[src/asi_pkg.sv]
// shared constants for the arm safety interlock: stream layout, item kinds and state codes
`default_nettype none
package asi_pkg;

	// input stream layout
	localparam int IN_TDATA_W  = 8;
	localparam int IN_TUSER_W  = 1;
	localparam int OUT_TDATA_W = 8;

	// input tdata bit positions
	localparam int B_REMOTE_LINK_UP = 0;
	localparam int B_ARM_SWITCH_UP  = 1;
	localparam int B_SETTINGS_OK    = 2;
	localparam int B_MOTORS_PRESENT = 3;
	localparam int B_BUS_OK         = 4;

	// output tdata layout
	localparam int GATE_STATE_W     = 3;
	localparam int B_DRIVE_ENABLE   = 3;

	// item kinds carried in s_axis_tuser
	localparam logic [IN_TUSER_W-1:0] ACT_SAMPLE = 1'b0;
	localparam logic [IN_TUSER_W-1:0] ACT_CLEAR  = 1'b1;

	// gate state codes as seen on the output
	localparam logic [GATE_STATE_W-1:0] GATE_DISABLED    = 3'd0;
	localparam logic [GATE_STATE_W-1:0] GATE_WAIT_REMOTE = 3'd1;
	localparam logic [GATE_STATE_W-1:0] GATE_WAIT_MOTORS = 3'd2;
	localparam logic [GATE_STATE_W-1:0] GATE_ARMED       = 3'd3;
	localparam logic [GATE_STATE_W-1:0] GATE_FAULT       = 3'd4;

endpackage
`default_nettype wire

[src/arm_safety_interlock_fsm_top.sv]
// arm safety interlock: input register, interlock state machine and result register
//
// Each accepted item is either a health/switch sample or a fault-clear request
// (s_axis_tuser) and yields exactly one result item carrying the gate state after
// that item and the drive enable flag. The block takes one item per clock cycle
// when the output side keeps up; an accepted item is held in the input register and
// then its result in the result register. The interlock state and switch history
// update as an item leaves the input register, so each item sees the state left
// by the one before it.
// s_axis_tready falls only while both registers hold items and m_axis_tready is low.
`default_nettype none
module arm_safety_interlock_fsm_top (
	input  wire                                 clk,
	input  wire                                 arst_n,
	input  wire                                 s_axis_tvalid,
	output logic                                s_axis_tready,
	// [0] remote_link_up, [1] arm_switch_up, [2] settings_ok, [3] motors_present,
	// [4] bus_ok, [7:5] zero
	input  wire  [asi_pkg::IN_TDATA_W-1:0]      s_axis_tdata,
	// [0] action: 0 sample update, 1 fault-clear request
	input  wire  [asi_pkg::IN_TUSER_W-1:0]      s_axis_tuser,
	output logic                                m_axis_tvalid,
	input  wire                                 m_axis_tready,
	// [2:0] gate_state, [3] drive_enable, [7:4] zero
	output logic [asi_pkg::OUT_TDATA_W-1:0]     m_axis_tdata
);
	import asi_pkg::*;

	typedef enum logic [GATE_STATE_W-1:0] {
		ST_DISABLED    = GATE_DISABLED,
		ST_WAIT_REMOTE = GATE_WAIT_REMOTE,
		ST_WAIT_MOTORS = GATE_WAIT_MOTORS,
		ST_ARMED       = GATE_ARMED,
		ST_FAULT       = GATE_FAULT
	} mode_t;

	logic                    valid_s1;
	logic [IN_TDATA_W-1:0]   data_s1;
	logic [IN_TUSER_W-1:0]   action_s1;
	logic                    valid_s2;
	mode_t                   gate_s2;
	logic                    drive_s2;

	mode_t mode_q, mode_d;
	logic  last_sw_q, last_sw_d;
	logic  release_seen_q, release_seen_d;
	logic  fault_rel_q, fault_rel_d;

	logic adv;
	logic online, sw, cfg_ok, motors, bus, rising;

	assign adv           = valid_s1 && (!valid_s2 || m_axis_tready);
	assign s_axis_tready = !valid_s1 || adv;

	assign online = data_s1[B_REMOTE_LINK_UP];
	assign sw     = data_s1[B_ARM_SWITCH_UP];
	assign cfg_ok = data_s1[B_SETTINGS_OK];
	assign motors = data_s1[B_MOTORS_PRESENT];
	assign bus    = data_s1[B_BUS_OK];
	assign rising = online && sw && !last_sw_q;

	// input register
	always_ff @(posedge clk or negedge arst_n) begin
		if (!arst_n) begin
			valid_s1 <= 1'b0;
		end else if (s_axis_tready) begin
			valid_s1 <= s_axis_tvalid;
		end
	end

	always_ff @(posedge clk) begin
		if (s_axis_tready && s_axis_tvalid) begin
			data_s1   <= s_axis_tdata;
			action_s1 <= s_axis_tuser;
		end
	end

	// next interlock state for the item in the input register
	always_comb begin
		mode_d         = mode_q;
		last_sw_d      = last_sw_q;
		release_seen_d = release_seen_q;
		fault_rel_d    = fault_rel_q;
		if (action_s1 == ACT_CLEAR) begin
			if (mode_q == ST_FAULT && fault_rel_q) begin
				mode_d      = ST_DISABLED;
				fault_rel_d = 1'b0;
			end
		end else begin
			if (online && !sw) begin
				release_seen_d = 1'b1;
				if (mode_q == ST_FAULT) begin
					fault_rel_d = 1'b1;
				end
			end
			unique case (mode_q)
				ST_FAULT: begin
					mode_d = ST_FAULT;
				end
				ST_ARMED: begin
					if (!cfg_ok || !online || !motors || !bus) begin
						mode_d      = ST_FAULT;
						fault_rel_d = online && !sw;
					end else if (!sw) begin
						mode_d = ST_DISABLED;
					end
				end
				default: begin
					if (!cfg_ok) begin
						mode_d = ST_DISABLED;
					end else if (!online) begin
						mode_d = ST_WAIT_REMOTE;
					end else if (!motors || !bus) begin
						mode_d = ST_WAIT_MOTORS;
					end else if (release_seen_d && rising) begin
						mode_d = ST_ARMED;
					end else begin
						mode_d = ST_DISABLED;
					end
				end
			endcase
			if (online) begin
				last_sw_d = sw;
			end
		end
	end

	// interlock state and result register
	always_ff @(posedge clk or negedge arst_n) begin
		if (!arst_n) begin
			mode_q         <= ST_DISABLED;
			last_sw_q      <= 1'b0;
			release_seen_q <= 1'b0;
			fault_rel_q    <= 1'b0;
			valid_s2       <= 1'b0;
			gate_s2        <= ST_DISABLED;
			drive_s2       <= 1'b0;
		end else begin
			if (adv) begin
				mode_q         <= mode_d;
				last_sw_q      <= last_sw_d;
				release_seen_q <= release_seen_d;
				fault_rel_q    <= fault_rel_d;
				gate_s2        <= mode_d;
				drive_s2       <= (mode_d == ST_ARMED);
			end
			if (adv) begin
				valid_s2 <= 1'b1;
			end else if (m_axis_tready) begin
				valid_s2 <= 1'b0;
			end
		end
	end

	assign m_axis_tvalid = valid_s2;
	always_comb begin
		m_axis_tdata                     = '0;
		m_axis_tdata[GATE_STATE_W-1:0]   = gate_s2;
		m_axis_tdata[B_DRIVE_ENABLE]     = drive_s2;
	end

	// drive enable goes with the armed state only
	a_drive_matches_state: assert property (@(posedge clk) disable iff (!arst_n)
		m_axis_tvalid |-> (m_axis_tdata[B_DRIVE_ENABLE] == (gate_s2 == ST_ARMED)))
		else $error("drive_enable does not match gate state");

	// a sample never leaves the fault latch
	a_fault_holds_on_sample: assert property (@(posedge clk) disable iff (!arst_n)
		(adv && mode_q == ST_FAULT && action_s1 == ACT_SAMPLE) |=> (mode_q == ST_FAULT))
		else $error("fault latch left on a sample item");

	// arming never comes straight out of the fault latch
	a_no_arm_from_fault: assert property (@(posedge clk) disable iff (!arst_n)
		(adv && mode_q == ST_FAULT) |=> (mode_q != ST_ARMED))
		else $error("armed directly from fault");

	// the result carries the state that the item left behind
	a_result_is_state: assert property (@(posedge clk) disable iff (!arst_n)
		adv |=> (m_axis_tvalid && m_axis_tdata[GATE_STATE_W-1:0] == mode_q))
		else $error("result state differs from interlock state");

	// release history is sticky
	a_release_sticky: assert property (@(posedge clk) disable iff (!arst_n)
		release_seen_q |=> release_seen_q)
		else $error("release history cleared");

endmodule
`default_nettype wire

[config.mk]
export PLATFORM = sky130hd
export DESIGN_NAME = arm_safety_interlock_fsm_top
export DESIGN_NICKNAME = d
export VERILOG_FILES = /design/src/asi_pkg.sv /design/src/arm_safety_interlock_fsm_top.sv
export SDC_FILE = /design/constraint.sdc
export NUM_CORES = 1
export LEC_CHECK = 0
export BUFFER_PORTS_ARGS = -buffer_cell sky130_fd_sc_hd__buf_2
export CAP_MARGIN = 25
export CORE_MARGIN = 5
export CORE_UTILIZATION = 52
export DETAILED_ROUTE_END_ITERATION = 10
export HOLD_SLACK_MARGIN = 0.06
export PLACE_DENSITY = 0.81
export SYNTH_ARGS = -nofsm -noshare
export SYNTH_HDL_FRONTEND = slang
export SYNTH_SLANG_ARGS = --single-unit
export TNS_END_PERCENT = 5
[constraint.sdc]
create_clock -name clk -period 2.5 [get_ports clk]
set_input_delay 0.625 -clock clk [delete_from_list [all_inputs] [get_ports clk]]
set_output_delay 0.625 -clock clk [all_outputs]
set_load 0.02 [all_outputs]
==> flow_metrics.py, run 1 <==
metrics = {
    "outcome": {
        "status": "finished clean",
    },
    "floorplanning": {
        "rows": 13,
        "start_util": 0.562,
        "die_h_um": 47.7,
        "die_w_um": 47.7,
        "die_area_sq_um": 2280,
        "core_sq_um": 1320,
        "ios": 23,
    },
    "placement": {
        "portBuffers": 15,
        "finalWeightedCongestion": 0.799,
        "dpl-instance-area_sq_um": 805,
        "dp_hpwl_um": 976,
    },
    "route": {
        "wl_per_cell_um": 13.4,
        "drt_iter0_markers": 11,
        "drc": 0,
        "finalWirelength_um": 1240,
        "vias": 538,
        "vias_per_cell": 5.78,
        "drtAntennaViolNets": 0,
        "dr.pass1.iters": 4,
    },
    "synthesis": {
        "syn_area_sq_um": 741,
        "syn_area_per_cell_sq_um": 11.9,
        "synth_cells": 62,
        "synth_warnings": 0,
        "synth_seq_cells": 15,
        "synth_seq_area_share": 0.547,
        "ys_types": 31,
    },
    "setup_path": {
        "rrSetupSlack_ns": 0.97,
        "worstSetupStartpoint": "m_axis_tready",
        "startpoint_type": "input port",
        "cp.required_ns": 1.88,
        "worstSetupEndpoint": "s_axis_tready",
        "worst_setup_path_end_kind": "output port",
        "crit_type": "in -> out",
        "r2r_end": "drive_s2",
        "rr_worst_depth": 4,
        "r2r_start": "mode_q[0]",
        "crit_fanout": 3,
        "arrival_ns": 1.08,
    },
    "global_routing": {
        "grt_pass1_vias": 510,
        "grt_usage": 0.132,
        "busiest_layer": "met2",
        "grt_pass1_wl_um": 2040,
        "antenna_found_initial": 0,
        "use_met1": 0.157,
        "grt_max_degree": 10,
        "grt.met2_usage": 0.214,
        "grtUsageMet3": 0.0451,
        "grt_overflow": 0,
    },
    "final_layout": {
        "nets": 92,
        "synthToLayoutAreaGrowth_pct": 12.3,
        "post-route-util": 0.632,
        "diodes": 0,
        "drive_gt1_frac": 0.321,
        "final_cell_area_sq_um": 832,
        "final_common_cell": "buf_2",
        "mostFrequentLayoutCells": "buf_2 (15), dfrtp_1 (9), nand2_1 (7)",
        "fillers": 102,
    },
    "clocking": {
        "clk_latency_ns": 0.27,
        "clock-sinks": 15,
        "cts_hold_buf": 0,
        "cts_resized": 0,
        "clock-root-buffer": "clkbuf_4",
        "postCtsSetupBuffers": 0,
        "path_clk_slew_ns": 0.09,
        "cts_tree": "yes",
        "cts_buffers": 3,
        "cts_buffer_depth": 2,
        "h-tree-depth": 1,
    },
    "sta": {
        "period_share": 0.680,
        "rsz0062_at_grt": "no",
        "skew_ns": 0.00550,
        "fmax_mhz": 588,
        "finalHoldViolCount": 0,
        "setup_viol": 0,
        "timing.final.max_slew_violations": 0,
        "min_period_ns": 1.70,
        "fin_setup_tns_ns": 0,
    },
    "run": {
        "max_cap_violations": 0,
    },
    "power_and_ir_drop": {
        "vdd_drop_max_uv": 561,
        "p_leak_uw": 0.000352,
        "powerDensity_nw_per_um2": 711,
    },
    "hold_path": {
        "hold_path_class": "in -> async",
    },
}
==> area by class of cell <==
| type | instances | area [sq um] | share of cell area |
|---|---|---|---|
| clock buffer | 3 | 22.5 | 0.0271 |
| clock inverter | 1 | 5.00 | 0.00602 |
| inverter | 1 | 3.75 | 0.00451 |
| multi-input combinational | 43 | 302 | 0.362 |
| sequential | 15 | 405 | 0.487 |
| tap | 15 | 18.8 | 0.0226 |
| timing repair buffer | 15 | 75.1 | 0.0902 |
==> metrics by stage <==
| stage | total power (uW) | hold WS, ns | std cells | worst slack (ns) |
|---|---|---|---|---|
| after floorplan | 430 | 0.329 | 65 | 0.972 |
| after global placement | 462 | 0.461 | 89 | 0.810 |
| after detailed placement | 468 | 0.462 | 89 | 0.798 |
| after CTS | 601 | 0.180 | 93 | 0.795 |
| after global routing | 633 | 0.177 | 93 | 0.769 |
| final | 592 | 0.182 | 93 | 0.800 |
==> logic make-up (layout without fill, tap and decap cells) <==
kind of cell,after synthesis,after routing,share of synthesized area
AO/OA/AOI/OAI,16,16,0.160
buffers and inverters,7,20,0.0608
flip-flops,15,15,0.547
AND/OR/NAND/NOR,22,22,0.211
other,1,4,0.00506
multiplexers,1,1,0.0152
==> critical path, cell delays in order <==
cell and delay (ns):
buf_2 0.10, nand3b_1 0.17, buf_2 0.18
==> power breakdown <==
part / total, uW / switching [uW] / internal [uW]
Combinational: 137 / 77.5 / 59.4
Sequential: 324 / 32.5 / 292
Clock: 131 / 71.3 / 59.2
==> registers in the layout, summed over array words and instances (netlist names) <==
signal          count
drive_s2            1
action_s1           1
m_axis_tvalid       1
valid_s1            1
mode_q              3
last_sw_q           1
release_seen_q      1
fault_rel_q         1
data_s1             5
==> routing by layer <==
metal / wire length (um) / vias up
li1: - / 257
met1: 527 / 256
met2: 581 / 21
met3: 102 / 4
met4: 32 / 0
met5: 0 / -
==> synth_stat cells <==
master     count  area share
nand2_1        7       0.035
and4_1         1       0.012
nor4b_4        1       0.032
o22ai_1        1      0.0085
mux2_2         1       0.015
a32oi_1        1       0.012
edfxtp_1       6        0.24
conb_1         1      0.0051
a21oi_1        1      0.0068
o2bb2ai_1      1       0.012
nand4b_1       1       0.012
a22oi_1        1       0.010
o31ai_1        2       0.020
o21bai_1       1       0.010
o21ai_0        4       0.027
nand4_1        1      0.0085
buf_4          5       0.051
dfrtp_1        9        0.30
nand2b_1       3       0.025
a21boi_0       1       0.010
o41ai_2        1       0.022
a31o_2         1       0.012
inv_1          1      0.0051
clkbuf_1       1      0.0051
nor3b_2        1       0.017
nand3b_1       3       0.030
and3b_4        1       0.017
nand3_1        1      0.0068
o21a_1         1       0.010
and2_1         1      0.0085
nor3_1         1      0.0068
==> how the worst min path moves through the flow <==
stage / from / to / slack, ns / depth (start not counted)
global placement: drive_s2 / drive_s2 / 0.46 / 2
finish: arst_n / valid_s1 / 0.18 / 1
detailed placement: drive_s2 / drive_s2 / 0.46 / 2
CTS: arst_n / valid_s1 / 0.18 / 1
global route: arst_n / last_sw_q / 0.18 / 1
floorplan: arst_n / drive_s2 / 0.33 / 0
Power figures use the tool's default switching activity.
==> run 2, diff against run 1 <==
--- a/config.mk
+++ b/config.mk
@@ -8,10 +8,10 @@
 export BUFFER_PORTS_ARGS = -buffer_cell sky130_fd_sc_hd__buf_2
 export CAP_MARGIN = 25
 export CORE_MARGIN = 5
-export CORE_UTILIZATION = 52
+export CORE_UTILIZATION = 48
 export DETAILED_ROUTE_END_ITERATION = 10
 export HOLD_SLACK_MARGIN = 0.06
-export PLACE_DENSITY = 0.81
+export PLACE_DENSITY = 0.76
 export SYNTH_ARGS = -nofsm -noshare
 export SYNTH_HDL_FRONTEND = slang
 export SYNTH_SLANG_ARGS = --single-unit
==> constraint.sdc (replaced) <==
create_clock -name clk -period 1.75 [get_ports clk]
set_input_delay 0.4375 -clock clk [delete_from_list [all_inputs] [get_ports clk]]
set_output_delay 0.4375 -clock clk [all_outputs]
set_load 0.02 [all_outputs]
==> flow_metrics.py, run 2 (synthesis results as in run 1) <==
metrics = {
    "setup_path": {
        "crit_fanout": 6,
        "rrSetupSlack_ns": 0.23,
        "slowest_stage": "dfrtp_1",
        "cp.required_ns": 1.93,
        "critical_path.top_delay_family": "compound AO/OA/AOI/OAI gates",
        "arrival_ns": 1.70,
        "rr_worst_depth": 4,
        "cpPeakStageDelay_ns": 0.45,
        "startpoint_type": "flip-flop",
        "crit_type": "reg -> reg",
        "cp_cell_sequence": "and3b_4, nor4b_4, a32oi_1, o41ai_2",
        "r2r_end": "drive_s2",
        "r2r_start": "mode_q[0]",
        "worst_setup_path_end_kind": "flip-flop",
        "worst-path-stages": 4,
        "crit_buf_inv": 0,
    },
    "final_layout": {
        "mostFrequentLayoutCells": "buf_2 (15), dfrtp_1 (9), nand2_1 (7)",
        "diodes": 0,
        "post-route-util": 0.566,
        "register_area_sq_um": 405,
        "nets": 93,
        "top_regs": "data_s1 (5), mode_q (3)",
        "multi_input_area_sq_um": 302,
        "max_flop_register": "data_s1",
        "fillers": 136,
        "final_common_cell": "buf_2",
        "synthToLayoutAreaGrowth_pct": 13.7,
        "largest_reg_flops": 5,
        "drive_gt1_frac": 0.304,
    },
    "route": {
        "wl_per_cell_um": 13.0,
        "finalWirelength_um": 1230,
        "drc": 0,
        "dr.pass1.iters": 4,
        "vias_per_cell": 5.52,
        "drtAntennaViolNets": 0,
        "vias": 524,
        "drt_iter0_markers": 14,
    },
    "placement": {
        "dp_hpwl_um": 933,
        "portBuffers": 15,
        "finalWeightedCongestion": 0.835,
    },
    "clocking": {
        "clock-root-buffer": "clkbuf_4",
        "cts_tree": "yes",
        "cts_buffers": 3,
        "cts_buffer_depth": 2,
        "path_clk_slew_ns": 0.08,
        "cts_hold_buf": 1,
        "h-tree-depth": 1,
        "clock-sinks": 15,
        "postCtsSetupBuffers": 0,
        "clk_latency_ns": 0.27,
        "cts_resized": 0,
    },
    "outcome": {
        "status": "finished clean",
    },
    "global_routing": {
        "grt_overflow": 0,
        "grt_usage": 0.107,
        "grt_pass1_wl_um": 1980,
        "grt_pass1_vias": 460,
        "grt_max_degree": 10,
        "antenna_found_initial": 0,
    },
    "run": {
        "max_cap_violations": 0,
    },
    "hold_path": {
        "hold_path_class": "in -> reg",
        "holdCritStartpoint": "s_axis_tdata[1]",
        "holdPathStages": 1,
        "whs_endpoint": "data_s1[1]",
    },
    "floorplanning": {
        "start_util": 0.497,
        "die_w_um": 49.3,
        "die_h_um": 49.3,
        "die_area_sq_um": 2430,
        "ios": 23,
        "core_sq_um": 1490,
        "rows": 14,
    },
    "sta": {
        "fmax_mhz": 656,
        "min_period_ns": 1.52,
        "setup_viol": 0,
        "finalHoldViolCount": 0,
        "fin_setup_tns_ns": 0,
        "rsz0062_at_grt": "no",
        "period_share": 0.871,
        "skew_ns": 0.00382,
        "timing.final.max_slew_violations": 0,
    },
    "power_and_ir_drop": {
        "powerDensity_nw_per_um2": 1010,
        "p_leak_uw": 0.000353,
        "vdd_drop_max_uv": 469,
        "fin_total_pwr_uw": 847,
    },
}
run 2: final cells by class:
cell class,instances,share of cell area
Timing Repair Buffer,16,0.101
Multi-Input combinational cell,43,0.358
Sequential cell,15,0.481
Inverter,1,0.00446
Tap cell,16,0.0238
Clock buffer,4,0.0312
run 2: worst max path at each step:
stage | from | slack (ns) | end
after floorplan | mode_q[0] | 0.26 | drive_s2
after global placement | mode_q[0] | 0.25 | drive_s2
after detailed placement | mode_q[0] | 0.23 | drive_s2
after CTS | mode_q[0] | 0.20 | drive_s2
after global routing | mode_q[0] | 0.15 | drive_s2
final | mode_q[0] | 0.23 | drive_s2
run 2: where the power goes:
part           leakage (uW)  total (uW)  internal, uW  switching (uW)
sequential         0.000165         461           417            44.4
clock             0.0000150         187          88.3            98.9
combinational      0.000173         199          86.4             112
run 2: metrics by stage:
stage               cells  setup slack [ns]  hold WS (ns)  instance area (sq um)
finish                 95             0.226         0.334                    842
global route           95             0.147         0.312                    842
CTS                    95             0.200         0.322                    842
detailed placement     90             0.228         0.296                    806
global placement       90             0.246         0.296                    806
floorplan              65             0.257         0.142                    752
run 2: layer usage:
layer / share of wire / wire [um] / GRT usage / vias up
li1: - / - / - / 257
met1: 0.44 / 540 / 0.131 / 244
met5: 0 / 0 / 0 / -
met4: 0.0097 / 12 / 0.0673 / 0
met2: 0.47 / 580 / 0.161 / 21
met3: 0.080 / 99 / 0.0306 / 2
